--- config.mk ---
export PLATFORM = sky130hd
export DESIGN_NAME = servo_pulse_decode_slew_unit
export DESIGN_NICKNAME = d
export VERILOG_FILES = /design/src/rtl/spds_pkg.sv /design/src/rtl/spds_front.sv /design/src/rtl/spds_queue.sv /design/src/rtl/spds_back.sv /design/src/rtl/servo_pulse_decode_slew_unit.sv
export SDC_FILE = /design/constraint.sdc
export NUM_CORES = 1
export LEC_CHECK = 0
export BUFFER_PORTS_ARGS = -buffer_cell sky130_fd_sc_hd__buf_2
export CORE_UTILIZATION = 37
export DETAILED_ROUTE_END_ITERATION = 16
export HOLD_SLACK_MARGIN = 0.03
export PLACE_DENSITY = 0.53
export SETUP_SLACK_MARGIN = 0.4
export SYNTH_ARGS = -nofsm -noshare
export SYNTH_HDL_FRONTEND = slang
export SYNTH_SLANG_ARGS = --single-unit
--- constraint.sdc ---
create_clock -name clk_i -period 10.3 [get_ports clk_i]
set_input_delay 0.515 -clock clk_i [delete_from_list [all_inputs] [get_ports clk_i]]
set_output_delay 0.515 -clock clk_i [all_outputs]
set_load 0.01 [all_outputs]
--- src/rtl/spds_pkg.sv ---
// ----------------------------------------------------------------------------
// spds_pkg
// shared types and constants for the servo pulse decoder with slewing shaft
// ----------------------------------------------------------------------------
package spds_pkg;

  localparam int unsigned AngleW   = 8;
  localparam int unsigned WidthW   = 16;
  localparam int unsigned RateW    = 16;

  localparam logic [AngleW-1:0] CenterDeg  = 8'd90;
  localparam logic [AngleW-1:0] MaxDeg     = 8'd180;
  localparam logic [WidthW-1:0] MinPulseUs = 16'd1000;
  localparam logic [WidthW-1:0] MaxPulseUs = 16'd2000;
  localparam logic [WidthW-1:0] WidthMax   = 16'hFFFF;
  localparam logic [RateW-1:0]  RateReset  = 16'd3333;

  // floor(d * 180 / 1000) == (d * RecipDeg) >> RecipShift for d in 0..1000
  localparam int unsigned       RecipShift = 20;
  localparam logic [17:0]       RecipDeg   = 18'd188748;

  localparam int unsigned InDataW  = 8;
  localparam int unsigned OutDataW = 24;

  // what the front decided about one tick
  typedef enum logic [1:0] {
    EV_NONE   = 2'd0,
    EV_CENTER = 2'd1,
    EV_SET    = 2'd2
  } ev_kind_e;

  typedef struct packed {
    ev_kind_e          kind;
    logic [AngleW-1:0] angle;
  } ev_t;

  // queue handshake status toward the front and back
  typedef struct packed {
    logic full;
    logic empty;
  } q_stat_t;

endpackage

--- src/rtl/spds_front.sv ---
// ----------------------------------------------------------------------------
// spds_front
// edge detection, pulse width measurement and width-to-angle mapping
// ----------------------------------------------------------------------------
module spds_front (
  input  logic           clk_i,
  input  logic           rst_ni,
  input  logic           take_i,
  input  logic           sig_level_i,
  input  logic           power_ok_i,
  output spds_pkg::ev_t  ev_o
);

  logic                          prev_sig_q, prev_sig_d;
  logic                          armed_q, armed_d;
  logic [spds_pkg::WidthW-1:0]   width_q, width_d;
  logic [spds_pkg::WidthW-1:0]   width_inc;
  logic [spds_pkg::WidthW-1:0]   diff;
  logic [27:0]                   prod;
  logic [spds_pkg::AngleW-1:0]   angle;
  logic                          rising, falling;

  assign rising  = sig_level_i & ~prev_sig_q;
  assign falling = ~sig_level_i & prev_sig_q;

  assign width_inc = (width_q == spds_pkg::WidthMax) ? width_q : width_q + 16'd1;

  // only 1..999 reaches the product, the rest is clamped
  assign diff = width_inc - spds_pkg::MinPulseUs;
  assign prod = 28'(diff[9:0]) * 28'(spds_pkg::RecipDeg);

  always_comb begin
    if (width_inc <= spds_pkg::MinPulseUs) begin
      angle = '0;
    end else if (width_inc >= spds_pkg::MaxPulseUs) begin
      angle = spds_pkg::MaxDeg;
    end else begin
      angle = prod[spds_pkg::RecipShift +: spds_pkg::AngleW];
    end
  end

  always_comb begin
    prev_sig_d = prev_sig_q;
    armed_d    = armed_q;
    width_d    = width_q;
    ev_o.kind  = spds_pkg::EV_NONE;
    ev_o.angle = angle;
    if (!power_ok_i) begin
      ev_o.kind  = spds_pkg::EV_CENTER;
      ev_o.angle = spds_pkg::CenterDeg;
      armed_d    = 1'b0;
      width_d    = '0;
    end else if (rising) begin
      armed_d = 1'b1;
      width_d = '0;
    end else if (armed_q) begin
      if (falling) begin
        ev_o.kind = spds_pkg::EV_SET;
        armed_d   = 1'b0;
        width_d   = '0;
      end else begin
        width_d = width_inc;
      end
    end
    if (take_i) begin
      prev_sig_d = sig_level_i;
    end else begin
      armed_d = armed_q;
      width_d = width_q;
    end
  end

  always_ff @(posedge clk_i or negedge rst_ni) begin
    if (!rst_ni) begin
      prev_sig_q <= 1'b0;
      armed_q    <= 1'b0;
      width_q    <= '0;
    end else begin
      prev_sig_q <= prev_sig_d;
      armed_q    <= armed_d;
      width_q    <= width_d;
    end
  end

endmodule

--- src/rtl/spds_queue.sv ---
// ----------------------------------------------------------------------------
// spds_queue
// two-entry register queue between the front and the back
// ----------------------------------------------------------------------------
module spds_queue (
  input  logic              clk_i,
  input  logic              rst_ni,
  input  logic              push_i,
  input  spds_pkg::ev_t     push_data_i,
  input  logic              pop_i,
  output spds_pkg::ev_t     pop_data_o,
  output spds_pkg::q_stat_t stat_o
);

  spds_pkg::ev_t  entry_q [2];
  logic           wr_ptr_q, wr_ptr_d;
  logic           rd_ptr_q, rd_ptr_d;
  logic [1:0]     count_q, count_d;

  assign stat_o.full  = (count_q == 2'd2);
  assign stat_o.empty = (count_q == 2'd0);
  assign pop_data_o   = entry_q[rd_ptr_q];

  always_comb begin
    wr_ptr_d = push_i ? ~wr_ptr_q : wr_ptr_q;
    rd_ptr_d = pop_i  ? ~rd_ptr_q : rd_ptr_q;
    count_d  = count_q;
    if (push_i && !pop_i) begin
      count_d = count_q + 2'd1;
    end else if (pop_i && !push_i) begin
      count_d = count_q - 2'd1;
    end
  end

  always_ff @(posedge clk_i or negedge rst_ni) begin
    if (!rst_ni) begin
      wr_ptr_q <= 1'b0;
      rd_ptr_q <= 1'b0;
      count_q  <= '0;
    end else begin
      wr_ptr_q <= wr_ptr_d;
      rd_ptr_q <= rd_ptr_d;
      count_q  <= count_d;
    end
  end

  always_ff @(posedge clk_i) begin
    if (push_i) begin
      entry_q[wr_ptr_q] <= push_data_i;
    end
  end

endmodule

--- src/rtl/spds_back.sv ---
// ----------------------------------------------------------------------------
// spds_back
// target update, shaft slewing and the output register
// ----------------------------------------------------------------------------
module spds_back (
  input  logic                          clk_i,
  input  logic                          rst_ni,
  input  logic [spds_pkg::RateW-1:0]    us_per_degree_i,
  input  spds_pkg::ev_t                 ev_i,
  input  logic                          ev_valid_i,
  output logic                          ev_pop_o,
  output logic                          out_valid_o,
  input  logic                          out_ready_i,
  output logic [spds_pkg::AngleW-1:0]   position_o,
  output logic [spds_pkg::AngleW-1:0]   target_angle_o,
  output logic                          moving_o
);

  logic [spds_pkg::AngleW-1:0] target_q, target_d;
  logic [spds_pkg::AngleW-1:0] angle_q, angle_d;
  logic [spds_pkg::RateW-1:0]  slew_q, slew_d;
  logic [spds_pkg::RateW:0]    slew_next;
  logic                        valid_q, valid_d;

  assign ev_pop_o  = ev_valid_i & (~valid_q | out_ready_i);
  assign slew_next = {1'b0, slew_q} + 17'd1;

  always_comb begin
    target_d = target_q;
    angle_d  = angle_q;
    slew_d   = slew_q;
    valid_d  = valid_q & ~out_ready_i;
    if (ev_pop_o) begin
      valid_d = 1'b1;
      if (ev_i.kind != spds_pkg::EV_NONE) begin
        target_d = ev_i.angle;
      end
      if (angle_q != target_d) begin
        // rate of zero behaves like one since the compare always passes
        if (slew_next >= {1'b0, us_per_degree_i}) begin
          slew_d  = '0;
          angle_d = (angle_q < target_d) ? angle_q + 8'd1 : angle_q - 8'd1;
        end else begin
          slew_d = slew_next[spds_pkg::RateW-1:0];
        end
      end else begin
        slew_d = '0;
      end
    end
  end

  always_ff @(posedge clk_i or negedge rst_ni) begin
    if (!rst_ni) begin
      target_q <= spds_pkg::CenterDeg;
      angle_q  <= spds_pkg::CenterDeg;
      slew_q   <= '0;
      valid_q  <= 1'b0;
    end else begin
      target_q <= target_d;
      angle_q  <= angle_d;
      slew_q   <= slew_d;
      valid_q  <= valid_d;
    end
  end

  assign out_valid_o    = valid_q;
  assign position_o     = angle_q;
  assign target_angle_o = target_q;
  assign moving_o       = (angle_q != target_q);

endmodule

--- src/rtl/servo_pulse_decode_slew_unit.sv ---
// ----------------------------------------------------------------------------
// servo_pulse_decode_slew_unit
// rc servo pulse width decoder driving a shaft that slews at a set rate
// ----------------------------------------------------------------------------
// usage:
//   each input item is one 1 us tick: tdata[0] is the control line level,
//   tdata[1] the power-present level. every item gives exactly one output
//   item with the shaft position, the commanded target and a moving flag.
//   a rising edge arms the width counter, the next falling edge turns the
//   pulse width into a target of (width-1000)*180/1000 degrees, clamped to
//   0..180. without power the target returns to 90 and any measurement is
//   dropped. the shaft moves one degree every us_per_degree ticks.
//   cfg_we_i/cfg_wdata_i write us_per_degree (reset 3333), only while idle.
// timing:
//   one item per cycle while the output is not stalled; an accepted item is
//   written into the queue, popped from there into the output register once
//   that register is free, and leaves when m_axis_tready is high.
// reset and stall:
//   reset centers shaft and target at 90 degrees and clears the queue. when
//   the receiver stalls the output register holds, the two-entry queue
//   fills, and then s_axis_tready drops until space frees up.
// ----------------------------------------------------------------------------
module servo_pulse_decode_slew_unit (
  input  logic                              clk_i,
  input  logic                              rst_ni,
  // configuration: us_per_degree
  input  logic                              cfg_we_i,
  input  logic [spds_pkg::RateW-1:0]        cfg_wdata_i,
  // input ticks
  input  logic                              s_axis_tvalid,
  output logic                              s_axis_tready,
  input  logic [spds_pkg::InDataW-1:0]      s_axis_tdata,   // sig_level, power_ok, pad
  // results
  output logic                              m_axis_tvalid,
  input  logic                              m_axis_tready,
  output logic [spds_pkg::OutDataW-1:0]     m_axis_tdata    // position, target_angle, moving, pad
);

  logic [spds_pkg::RateW-1:0]  rate_q;
  spds_pkg::ev_t               front_ev;
  spds_pkg::ev_t               back_ev;
  spds_pkg::q_stat_t           q_stat;
  logic                        take;
  logic                        pop;
  logic [spds_pkg::AngleW-1:0] position;
  logic [spds_pkg::AngleW-1:0] target_angle;
  logic                        moving;

  // slew rate register, to be written only while the block is idle; the block does not enforce this
  always_ff @(posedge clk_i or negedge rst_ni) begin
    if (!rst_ni) begin
      rate_q <= spds_pkg::RateReset;
    end else if (cfg_we_i) begin
      rate_q <= cfg_wdata_i;
    end
  end

  // an item is taken whenever the queue has room
  assign s_axis_tready = ~q_stat.full;
  assign take          = s_axis_tvalid & s_axis_tready;

  spds_front u_front (
    .clk_i       (clk_i),
    .rst_ni      (rst_ni),
    .take_i      (take),
    .sig_level_i (s_axis_tdata[0]),
    .power_ok_i  (s_axis_tdata[1]),
    .ev_o        (front_ev)
  );

  spds_queue u_queue (
    .clk_i       (clk_i),
    .rst_ni      (rst_ni),
    .push_i      (take),
    .push_data_i (front_ev),
    .pop_i       (pop),
    .pop_data_o  (back_ev),
    .stat_o      (q_stat)
  );

  spds_back u_back (
    .clk_i           (clk_i),
    .rst_ni          (rst_ni),
    .us_per_degree_i (rate_q),
    .ev_i            (back_ev),
    .ev_valid_i      (~q_stat.empty),
    .ev_pop_o        (pop),
    .out_valid_o     (m_axis_tvalid),
    .out_ready_i     (m_axis_tready),
    .position_o      (position),
    .target_angle_o  (target_angle),
    .moving_o        (moving)
  );

  // pack results, lowest field first, padded to whole bytes
  assign m_axis_tdata = {7'd0, moving, target_angle, position};

endmodule

-- After elaboration in Yosys (flattened, before gate mapping)
Memory sizes are Yosys's and may differ from the RTL's.
Cells that the tools add are included.
- add/sub/neg operators: 7
- multiply operators: 1
- magnitude comparators: 4
- equality and inequality tests: 5
- mux-type cells: 26
- bitwise gates (word level): 14
- reduce and logical (&&, ||, !) cells: 9
- operators with widths (kind ; number):
    $mux W16 ; 7
    $mux W8 ; 6
    $mul A10 B16 Y26 const B ; 1
    $add A16 B1 Y17 const B ; 1
    $ge A17 B16 Y1 ; 1
    $add A16 B1 Y16 const B ; 1
    $eq A16 B16 Y1 const B ; 1
    $ge A16 B11 Y1 const B ; 1
    $le A16 B10 Y1 const B ; 1
    $ne A8 B8 Y1 ; 2
    $mux W2 ; 6
    $sub A10 B10 Y10 const B ; 1
    $add A8 B1 Y8 const B ; 1
    $lt A8 B8 Y1 ; 1
    $not A1 Y1 ; 8
    $sub A8 B1 Y8 const B ; 1
    $mux W1 ; 7
    $and A1 B1 Y1 ; 5
    $reduce_bool A2 Y1 ; 2
    $ne A3 B1 Y1 const B ; 1
    $reduce_and A3 Y1 ; 1
    $add A2 B1 Y2 const B ; 1
    $eq A2 B2 Y1 const B ; 1
    $logic_and A1 B1 Y1 ; 2
    other kinds (5) ; 6
- flip-flop bits (word level): 71
- bits in writable memories: 20
- input bits: 29
- output and inout port bits: 26
- logic and storage cells: 78
- memories: 1
- memories (name ; depth ; bits a word ; read ports ; clocked after memory_dff ; wr ports ; line ; text):
    u_queue.entry_q ; 2 ; 10 ; 1 ; 0 ; 1 ; spds_queue.sv:15 ; spds_pkg::ev_t entry_q [2];

-- Depth between registers and ports, before layout
Gate-level depths: netlist of the first run.
- depth in word-level cells: 7
- gate-level depth with buffers: 26
- depth with buffers taken out: 26

-- By module
Synthesis of the first run repeated with hierarchy kept, for this count alone.
- cell total of the unflattened synthesis: 832
- area, all modules: 8276.7 sq um
- modules (own cells, without submodules) (module ; instances ; cells an instance ; area an instance (sq um) ; sequential area each (sq um)):
    spds_front ; 1 ; 466 ; 4092.7 ; 450.4
    spds_back ; 1 ; 273 ; 2537.4 ; 835.8
    spds_queue ; 1 ; 47 ; 913.4 ; 700.7
    servo_pulse_decode_slew_unit ; 1 ; 46 ; 733.2 ; 406.6

-- Least setup slack after synthesis of the first run
Ideal clock, no wire load.
- kind: register -> register
- start: reg u_front.width_q[0] (netlist name)
- end: mem u_queue.entry_q[0][6] (netlist name), data pin
- setup time: 0.273 ns
- arrival: 5.936 ns
- required time: 10.027 ns
- path slack: 4.091 ns
- stages on the path, launching flop included: 24
- path buffers: 0
- clock period less this slack: 6.209 ns
- cells stage by stage: dfrtp_1 > ha_1 > inv_1 > or4_4 > a21o_4 > a2bb2oi_4 > nand2_1 > xor2_1 > ha_1 > inv_1 > fa_1 > fa_1 > inv_1 > fa_1 > ha_1 > ha_1 > a21o_1 > a21o_1 > a311o_1 > o21ai_0 > nand3_1 > o41ai_2 > xor2_1 > o21ai_1
- RTL lines (item ; line ; text):
    from (decl) ; spds_front.sv:16 ; logic [spds_pkg::WidthW-1:0] width_q, width_d;
    from (signal assigned) ; spds_front.sv:81 ; width_q <= width_d;
    to (decl) ; spds_queue.sv:15 ;

==> results of run 1 <==
registers in the layout, summed over array words and instances, names as in the netlist, 2 cells and up:
register / flops
u_queue.entry_q: 20
rate_q: 16
u_back.slew_q: 16
u_front.width_q: 16
u_back.position_o: 8
u_back.target_angle_o: 8
u_queue.count_q: 2
Yosys cell counts, types with 17 or more instances:
| master | number |
|---|---|
| fa_1 | 31 |
| a21o_1 | 17 |
| xor2_1 | 30 |
| xnor2_1 | 26 |
| nand2_1 | 76 |
| a21oi_1 | 20 |
| inv_1 | 106 |
| nor2_1 | 32 |
| o21ai_0 | 62 |
| edfxtp_1 | 20 |
| dfrtp_1 | 58 |
| ha_1 | 118 |
| nand3_1 | 21 |
cell usage in the layout, fill, tap and decap left out, types with 13 or more instances in the layout:
| master | count |
|---|---|
| buf_2 | 40 |
| xor2_1 | 30 |
| dfrtp_1 | 58 |
| nand3_1 | 21 |
| dfstp_2 | 13 |
| fa_1 | 31 |
| edfxtp_1 | 20 |
| nor2_1 | 32 |
| nand2_1 | 76 |
| a21o_1 | 17 |
| ha_1 | 118 |
| xnor2_1 | 26 |
| a32o_1 | 15 |
| a21oi_1 | 20 |
| o21ai_0 | 62 |
| inv_1 | 106 |
how the worst max path moves through the flow:
stage,start,to,slack [ns]
final,u_front.width_q[8],u_queue.entry_q[0][5],3.11
after detailed placement,u_front.width_q[8],u_queue.entry_q[0][6],3.13
after global routing,u_front.width_q[9],u_queue.entry_q[0][5],2.63
after CTS,u_front.width_q[8],u_queue.entry_q[1][5],3.08
after floorplan,u_front.width_q[0],u_queue.entry_q[0][6],4.09
after global placement,u_front.width_q[9],u_queue.entry_q[0][4],3.13
layout make-up:
| class | count | share of cell area [%] |
|---|---|---|
| multi-input combinational | 599 | 57.65 |
| sequential | 91 | 27.54 |
| inverter | 107 | 4.678 |
| tap | 275 | 3.959 |
| timing repair buffer | 45 | 2.735 |
| clock buffer | 10 | 2.634 |
| clock inverter | 6 | 0.8061 |
critical path: stages (launching register included):
cell       delay (ns)
dfrtp_1          0.56
nand4_2          0.29
or4_4            0.55
a21o_4           0.29
a2bb2oi_4        0.17
nand2_1          0.08
xor2_1           0.54
ha_1             0.26
inv_1            0.08
fa_1             0.49
fa_1             0.53
inv_1            0.06
fa_1             0.51
ha_1             0.31
ha_1             0.31
a21o_1           0.18
a21o_1           0.17
a311o_1          0.35
o21ai_0          0.30
nand3_1          0.29
a21oi_2          0.31
o311ai_1         0.15
a211oi_2         0.21
kinds of logic (layout without fill, tap and decap cells):
| family | count (synthesis) | in the layout | synth area share (%) |
|---|---|---|---|
| AO/OA/AOI/OAI | 166 | 166 | 14.51 |
| adder cells (fa/ha/maj) | 149 | 149 | 26.51 |
| multiplexers | 19 | 19 | 2.531 |
| AND/OR/NAND/NOR | 202 | 202 | 13.08 |
| buffers and inverters | 134 | 168 | 6.850 |
| XOR/XNOR | 56 | 56 | 6.202 |
| other | 1 | 7 | 0.04742 |
| flip-flops | 91 | 91 | 30.26 |
routing by layer:
layer  up-vias  routed length, um  GRT usage, %  part of all wire (%)
met3         8                436         2.209                   2.7
met4         0                166         3.763                   1.0
met1      2683               7933         21.46                    50
li1       2914                  -             -                     -
met2        70               7349         25.92                    46
met5         -                  0             0                     0
power by group:
part	switching [uW]	internal, uW
Clock	148	191
Combinational	471	343
Sequential	66.8	447
Total	686	981
through the flow:
step,util [%],instances,setup slack (ns),hold WS (ns)
global route,41.35,1133,2.630,0.3759
CTS,41.35,1133,3.083,0.3430
detailed placement,39.93,1117,3.131,0.4859
global placement,39.93,1117,3.132,0.4749
finish,41.35,1133,3.110,0.2807
floorplan,-,824,4.091,0.2194
==> run_results.csv, run 1 <==
group,metric,value,unit
cells_and_area,num_antenna_cells,0,
status,violations,"design-rule violations",
detailed_routing,ant_nets,0,
timing,timing.fmax,0.1391,GHz
timing,relSlewSlack,33.62,%
clock_network,cts_buffers,9,
die,initial_core_util,37.62,%
clock_network,clockBufferDepth,2,
logic_synthesis,synth_flop_cell,"dfrtp_1",
detailed_routing,via_count,5675,
grt,grtUsageTotal,15.65,%
logic_synthesis,synth_area_per_cell,9.669,um2
timing,rsz0062_at_grt,"no",
die,die_x,148.2,um
timing,clock_skew,0.01180,ns
die,die_area,21960,um2
timing,setup_violations,0,
logic_synthesis,synthArstFlopShare,78.02,%
setup_path,rr_startpoint,"u_front.width_q[8]",
timing,fin_tns_setup,0,ns
detailed_routing,via_per_inst,5.009,
placement,dp_hpwl,12600,um
placement,portBuffers,41,
cells_and_area,fin_area,8692,um2
timing,period_needed,7.190,ns
cells_and_area,fillers,2077,
cells_and_area,regArea,2394,um2
power,vdd_ir_drop_max,96.04,uV
status,outcome,"complete, but fails checks",
clock_network,post_cts_buffers,0,
clock_network,root_buffer,"clkbuf_16",
clock_network,cts_tree,"yes",
grt,grt_pass1_vias,5673,
setup_path,cp-start-kind,"flop",
grt,grt.overflow.total,0,
logic_synthesis,synth-warning-count,0,
power,power.density,191.8,nW/um2
setup_path,critPathMaxFanout,11,
run,drv_cap,0,
detailed_routing,wl_per_cell,14.02,um
logic_synthesis,synth_edf_count,20,
detailed_routing,dr.first_iter.drc_count,289,
cells_and_area,multiInputGateArea,5011,um2
logic_synthesis,syn_inst,818,
logic_synthesis,synth_top_cell_area_share,18.67,%
timing,worst_slew_pin_slew,0.9924,ns
power,finalPower,1667,uW
detailed_routing,wl,15890,um
clock_network,h-tree-depth,3,
setup_path,worstSetupEndpointType,"flop",
clock_network,clock_latency,0.35,ns
die,core_area,21020,um2
detailed_routing,first_pass_iters,10,
grt,antenna_found_initial,0,
clock_network,cts_resized,0,
setup_path,reg2reg_slack,3.11,ns
setup_path,r2r_end,"u_queue.entry_q[0][5]",
detailed_routing,drc_errors,2,
timing,timing.final.crit_share,69.80,%
logic_synthesis,ys_seq_area_share,30.26,%
setup_path,ff2ff_path_depth,22,
logic_synthesis,synth_top_cell_by_area,"ha_1",
cells_and_area,nets,1031,
die,rows,53,
logic_synthesis,netlist_area,7909,um2
clock_network,cts.sinks,91,
logic_synthesis,ys_types,67,
clock_network,clk_pin_slew,0.07,ns
setup_path,worstSetupPathType,"flop to flop",
grt,grt_pass1_wl,27720,um
clock_network,hold_buffers,0,
power,static-leakage-power,0.004362,uW
logic_synthesis,post_synth_main_area_contributors,"ha_1, dfrtp_1, fa_1",
cells_and_area,syn2layout_area_growth,9.904,%
grt,grt_max_degree,72,
placement,gp_congestion,0.7798,
hold_path,hp-class,"input pin to asynchronous set/reset pin",
timing,hold_viol_final,0,
setup_path,arrival,7.35,ns
logic_synthesis,synth-seq-cells,91,
placement,dpl-instance-area,8393,um2
die,die_h,148.2,um
timing,slew_viol_final,0,
die,ios,55,
setup_path,crit_required,10.46,ns
cells_and_area,layout-drive-gt1-share,12.00,%
No activity file was read; power rests on OpenSTA's default activity.
==> run 2, diff against run 1 <==
==> constraint.sdc (replaced) <==
create_clock -name clk_i -period 7.1 [get_ports clk_i]
set_input_delay 0.355 -clock clk_i [delete_from_list [all_inputs] [get_ports clk_i]]
set_output_delay 0.355 -clock clk_i [all_outputs]
set_load 0.01 [all_outputs]
==> run 2 against run 1 <==
Net effect: the run still ends with design-rule violations left; final cell count grew 1.9%; die area is the same; worst hold slack lost 0.14 ns; sequential share of layout area shrank 0.53 points; non-clock buffer count grew 22; largest cell class unchanged; power grew 45%; critical path type unchanged; via count grew 1.4%; clock-buffer cell count is the same; combinational power grew 49%; routed wire length grew 1.6%.
==> run_results.csv, run 2 (synthesized netlist as in run 1, its figures left out) <==
group,metric,value,unit
status,outcome,"complete, but fails checks",
status,violations,"design-rule violations",
timing,setup_violations,0,
clock_network,clock_latency,0.35,ns
die,die_area,21960,um2
timing,period_needed,6.335,ns
detailed_routing,via_per_inst,4.983,
cells_and_area,fin_util,42.23,%
cells_and_area,multiInputGateArea,5047,um2
clock_network,cts_tree,"yes",
setup_path,cp_slowest_cell,"or4_4",
setup_path,critPathMaxFanout,5,
detailed_routing,wl,16130,um
cells_and_area,largest_register_ffs,20,
placement,dp_cells,1134,
die,rows,53,
die,die_x,148.2,um
timing,fin_tns_setup,0,ns
clock_network,cts.sinks,91,
placement,dp_hpwl,12780,um
power,p_seq_share,30.8,%
detailed_routing,dr.first_iter.drc_count,254,
power,switching_share,41.69,%
setup_path,arrival,6.42,ns
cells_and_area,regMostFlops,"u_queue.entry_q",
cells_and_area,fillers,2103,
grt,grt_max_degree,72,
timing,rsz0062_at_grt,"no",
power,power.internal,1407,uW
clock_network,clk_pin_slew,0.07,ns
detailed_routing,via_count,5755,
cells_and_area,final_common_cell,"ha_1",
power,p_sw,1006,uW
power,finalPower,2413,uW
cells_and_area,regArea,2397,um2
cells_and_area,instances_no_fill,1155,
clock_network,root_buffer,"clkbuf_16",
die,core_area,21020,um2
die,ios,55,
detailed_routing,ant_nets,0,
run,drv_cap,0,
setup_path,worstSetupPathType,"flop to flop",
power,pwr-share-clk,19.2,%
detailed_routing,drc_errors,2,
timing,slew_viol_final,0,
setup_path,crit_required,7.18,ns
cells_and_area,layout-drive-gt1-share,14.89,%
clock_network,h-tree-depth,3,
setup_path,worstSetupEndpointType,"flop",
power,static-leakage-power,0.004464,uW
power,combPwrFrac,50.1,%
grt,grt.overflow.total,0,
setup_path,crit_family,"adder cells",
setup_path,cp-start-kind,"flop",
timing,relSlewSlack,34.68,%
placement,gp_congestion,0.7743,
cells_and_area,nets,1053,
setup_path,cpPeakStageDelay,0.53,ns
timing,clock_skew,0.01050,ns
die,initial_core_util,37.62,%
clock_network,hold_buffers,0,
placement,portBuffers,41,
clock_network,clockBufferDepth,2,
timing,timing.fmax,0.1579,GHz
setup_path,crit_chain,"ha_2, inv_1, or4_4, a21o_4, clkinv_4, o22ai_4, nor3_4, nor2_1, ha_1, inv_1, fa_1, fa_1, inv_1, fa_1, ha_1, ha_1, a21o_1, a21o_1, a311o_1, o21ai_2, nand3_4, o41ai_4, xor2_1, o21ai_1",
hold_path,hp-class,"input pin to asynchronous set/reset pin",
grt,antenna_found_initial,0,
power,power.density,271.8,nW/um2
clock_network,cts_buffers,9,
timing,hold_viol_final,0,
detailed_routing,wl_per_cell,13.97,um
timing,worst_slew_pin_slew,0.9798,ns
grt,grt_pass1_vias,5822,
grt,grtUsageTotal,16.07,%
power,vdd_ir_drop_max,262.6,uV
cells_and_area,syn2layout_area_growth,12.24,%
detailed_routing,first_pass_iters,10,
cells_and_area,num_antenna_cells,0,
die,die_h,148.2,um
setup_path,cp_num_buf_inv,4,
grt,grt_pass1_wl,28450,um
timing,timing.final.crit_share,89.23,%
cells_and_area,layout_common_cells,"ha_1, inv_1, nand2_1, o21ai_0, dfrtp_1",
[run 2: timing repair]
action                                  4_1_cts  5_1_grt
pin swaps                                     0        3
buffers inserted                              0        5
gates resized for setup                       2       12
endpoints found under the setup margin        8       14
[run 2: area by class of cell]
| cell class | instances | share of cell area, % |
|---|---|---|
| inverter | 107 | 4.581 |
| multi-input combinational | 599 | 56.86 |
| clock buffer | 10 | 2.579 |
| tap | 275 | 3.876 |
| clock inverter | 6 | 0.5638 |
| sequential | 91 | 27.00 |
| timing repair buffer | 67 | 4.538 |
[run 2: path summary, 6_finish.rpt]
check | startpoint | to | slack (ns) | depth (start not counted)
setup / recovery | u_front.width_q[1] | u_queue.entry_q[0][6] | 0.76 | 24
hold reg to reg | u_back.slew_q[15] | u_back.slew_q[15] | 0.49 | 1
hold / removal | rst_ni | rate_q[9] | 0.14 | 1
setup reg to reg | u_front.width_q[1] | u_queue.entry_q[0][6] | 0.76 | 24
max in group asynchronous | rst_ni | u_front.width_q[12] | 6.26 | 1
min in group clk_i | cfg_wdata_i[6] | rate_q[6] | 0.22 | 3
[run 2: through the flow]
| step | area (um2) | setup slack [ns] | hold slack, ns |
|---|---|---|---|
| floorplan | 7931 | 0.8909 | 0.05941 |
| global placement | 8514 | 0.3111 | 0.4741 |
| detailed placement | 8514 | 0.3456 | 0.4820 |
| CTS | 8798 | 0.4709 | 0.1855 |
| global route | 8877 | 0.4045 | 0.2079 |
| finish | 8877 | 0.7649 | 0.1410 |
[run 2: per-layer routing]
layer | vias up | share of wire (%) | global-route usage (%)
met4 | 0 | 1.0 | 3.660
li1 | 2968 | - | -
met3 | 14 | 2.5 | 2.270
met1 | 2714 | 51 | 22.10
met5 | - | 0 | 0
met2 | 59 | 46 | 26.62
[run 2: power groups by stage]
stage | Sequential [uW] | Clock (uW) | Combinational (uW)
floorplan | 731 | 0 | 894
global placement | 752 | 0 | 1190
detailed placement | 756 | 0 | 1210
CTS | 745 | 479 | 1220
global route | 762 | 502 | 1420
finish | 743 | 462 | 1210
==> run 3, diff against run 2 <==
--- a/config.mk
+++ b/config.mk
@@ -5,7 +5,7 @@
 export SDC_FILE = /design/constraint.sdc
 export NUM_CORES = 1
 export LEC_CHECK = 0
-export BUFFER_PORTS_ARGS = -buffer_cell sky130_fd_sc_hd__buf_2
+export BUFFER_PORTS_ARGS = -buffer_cell sky130_fd_sc_hd__buf_4
 export CORE_UTILIZATION = 37
 export DETAILED_ROUTE_END_ITERATION = 16
 export HOLD_SLACK_MARGIN = 0.03
==> run 3 against run 2 <==
Net effect: the run still ends with design-rule violations left; sequential cell count is the same; sequential power about the same; via count up 0.19%; global-route usage down 0.084 points; non-clock buffer count is 1 lower; register-to-register slack worse by 0.03 ns; worst setup slack worse by 0.027 ns; combinational power about the same.
==> run_results.csv, run 3 (synthesized netlist as in run 1, its figures left out) <==
group,metric,value,unit
timing,worst_slew_pin_slew,1.019,ns
detailed_routing,dr.first_iter.drc_count,279,
cells_and_area,regMostFlops,"u_queue.entry_q",
grt,antenna_found_initial,0,
clock_network,clockBufferDepth,2,
run,drv_cap,0,
setup_path,rr_startpoint,"u_front.width_q[15]",
detailed_routing,wl,16430,um
detailed_routing,via_count,5766,
clock_network,clock_latency,0.35,ns
cells_and_area,syn2layout_area_growth,13.99,%
cells_and_area,fin_area,9015,um2
hold_path,hp-class,"input pin to asynchronous set/reset pin",
placement,dpl-instance-area,8607,um2
timing,relSlewSlack,31.87,%
setup_path,worstSetupPathType,"flop to flop",
timing,hold_ws,0.1487,ns
timing,setup_violations,0,
timing,clock_skew,0.01134,ns
setup_path,arrival,6.45,ns
grt,grt_pass1_wl,28120,um
clock_network,hold_buffers,0,
cells_and_area,layout-drive-gt1-share,15.24,%
timing,rsz0062_at_grt,"no",
status,violations,"design-rule violations",
detailed_routing,ant_nets,0,
detailed_routing,drc_errors,2,
setup_path,reg2reg_slack,0.74,ns
power,power.density,271.7,nW/um2
clock_network,cts_tree,"yes",
setup_path,cp_num_buf_inv,3,
timing,period_needed,6.363,ns
setup_path,cp_slowest_cell,"or4_4",
cells_and_area,largest_register_ffs,20,
placement,portBuffers,41,
grt,grt_max_degree,72,
die,die_x,148.2,um
clock_network,h-tree-depth,3,
setup_path,cpPeakStageDelay,0.55,ns
cells_and_area,num_antenna_cells,0,
setup_path,ff2ff_path_depth,23,
placement,dp_hpwl,12760,um
power,static-leakage-power,0.004511,uW
die,rows,53,
timing,timing.final.crit_share,89.61,%
clock_network,root_buffer,"clkbuf_16",
timing,fin_tns_setup,0,ns
status,outcome,"complete, but fails checks",
clock_network,cts.sinks,91,
setup_path,crit_chain,"nand4_4, or4_4, a21o_4, clkinv_4, o22ai_4, nor3_4, nor2_1, ha_1, inv_1, fa_1, fa_1, inv_1, fa_1, ha_1, ha_1, a21o_1, a21o_1, a311o_1, o21ai_2, nand3_4, o41ai_4, xor2_1, o21ai_1",
grt,grtUsageTotal,15.98,%
die,die_area,21960,um2
detailed_routing,first_pass_iters,10,
cells_and_area,fillers,2110,
placement,gp_congestion,0.8101,
die,core_area,21020,um2
timing,hold_viol_final,0,
timing,slew_viol_final,0,
setup_path,crit_family,"adder cells",
die,die_h,148.2,um
die,initial_core_util,37.62,%
clock_network,cts_buffers,9,
grt,grt_pass1_vias,5787,
clock_network,clk_pin_slew,0.07,ns
setup_path,critPathMaxFanout,6,
setup_path,crit_required,7.19,ns
detailed_routing,via_per_inst,4.997,
cells_and_area,nets,1052,
grt,grt.overflow.total,0,
die,ios,55,
setup_path,r2r_end,"u_queue.entry_q[0][6]",
cells_and_area,final_common_cell,"ha_1",
power,vdd_ir_drop_max,265.4,uV
cells_and_area,layout_common_cells,"ha_1, inv_1, nand2_1, buf_4, o21ai_0",
setup_path,worstSetupEndpointType,"flop",
detailed_routing,wl_per_cell,14.23,um
setup_path,cp-start-kind,"flop",
timing,timing.fmax,0.1572,GHz
run 3: layout make-up:
type	instances	area, um2	share of cell area [%]
inverters	107	406.6	4.511
well taps	275	344.1	3.817
multi-input cells	599	5074	56.28
flip-flops and latches	91	2399	26.61
repair buffers	66	495.5	5.496
clock inverters	5	42.54	0.4719
clock buffers	11	254.0	2.817
run 3: per-layer routing:
metal	track usage (%)	vias to the layer above	wire (um)
li1	-	2952	-
met4	5.619	0	241
met3	1.779	15	332
met5	0	-	0
met2	26.57	67	7684
met1	21.47	2732	8167
run 3: how the worst max path moves through the flow:
| stage | start | to | slack, ns | cells after the start |
|---|---|---|---|---|
| floorplan | u_front.width_q[0] | u_queue.entry_q[0][6] | 0.89 | 23 |
| global placement | u_front.width_q[1] | u_queue.entry_q[1][6] | 0.30 | 23 |
| detailed placement | u_front.width_q[1] | u_queue.entry_q[0][4] | 0.28 | 23 |
| CTS | u_front.width_q[1] | u_queue.entry_q[0][4] | 0.46 | 24 |
| global route | u_front.width_q[0] | u_queue.entry_q[1][6] | 0.38 | 22 |
| finish | u_front.width_q[15] | u_queue.entry_q[0][6] | 0.74 | 23 |
run 3: worst register-to-register path, stage by stage (launching register included):
cell      delay, ns
dfrtp_1        0.43
nand4_4        0.18
or4_4          0.55
a21o_4         0.25
clkinv_4       0.09
o22ai_4        0.10
nor3_4         0.26
nor2_1         0.10
ha_1           0.20
inv_1          0.11
fa_1           0.46
fa_1           0.52
inv_1          0.07
fa_1           0.50
ha_1           0.31
ha_1           0.31
a21o_1         0.18
a21o_1         0.17
a311o_1        0.38
o21ai_2        0.26
nand3_4        0.16
o41ai_4        0.26
xor2_1         0.17
o21ai_1        0.09
run 3: what timing repair did:
| item | in CTS | in global routing |
|---|---|---|
| hold endpoints to repair | 0 | 0 |
| gates cloned | 0 | 0 |
| endpoints found under the setup margin | 8 | 14 |
| pin swaps | 0 | 4 |
| setup buffers | 0 | 5 |
| gates resized for setup | 3 | 15 |
run 3: metrics by stage:
stage	setup slack, ns	util [%]	instances	power, uW
2_1_floorplan	0.8909	-	824	1625
6_report	0.7374	42.88	1154	2449
4_1_cts	0.4604	42.38	1149	2473
3_5_place_dp	0.2800	40.94	1133	1967
5_1_grt	0.3848	42.88	1154	2701
3_3_place_gp	0.2983	40.94	1133	1956
run 3: power breakdown:
| group | internal, uW | leakage, uW | switching (uW) |
|---|---|---|---|
| Sequential | 649 | 0.00107 | 96.5 |
| Clock | 264 | 0.000147 | 221 |
| Combinational | 530 | 0.00329 | 689 |
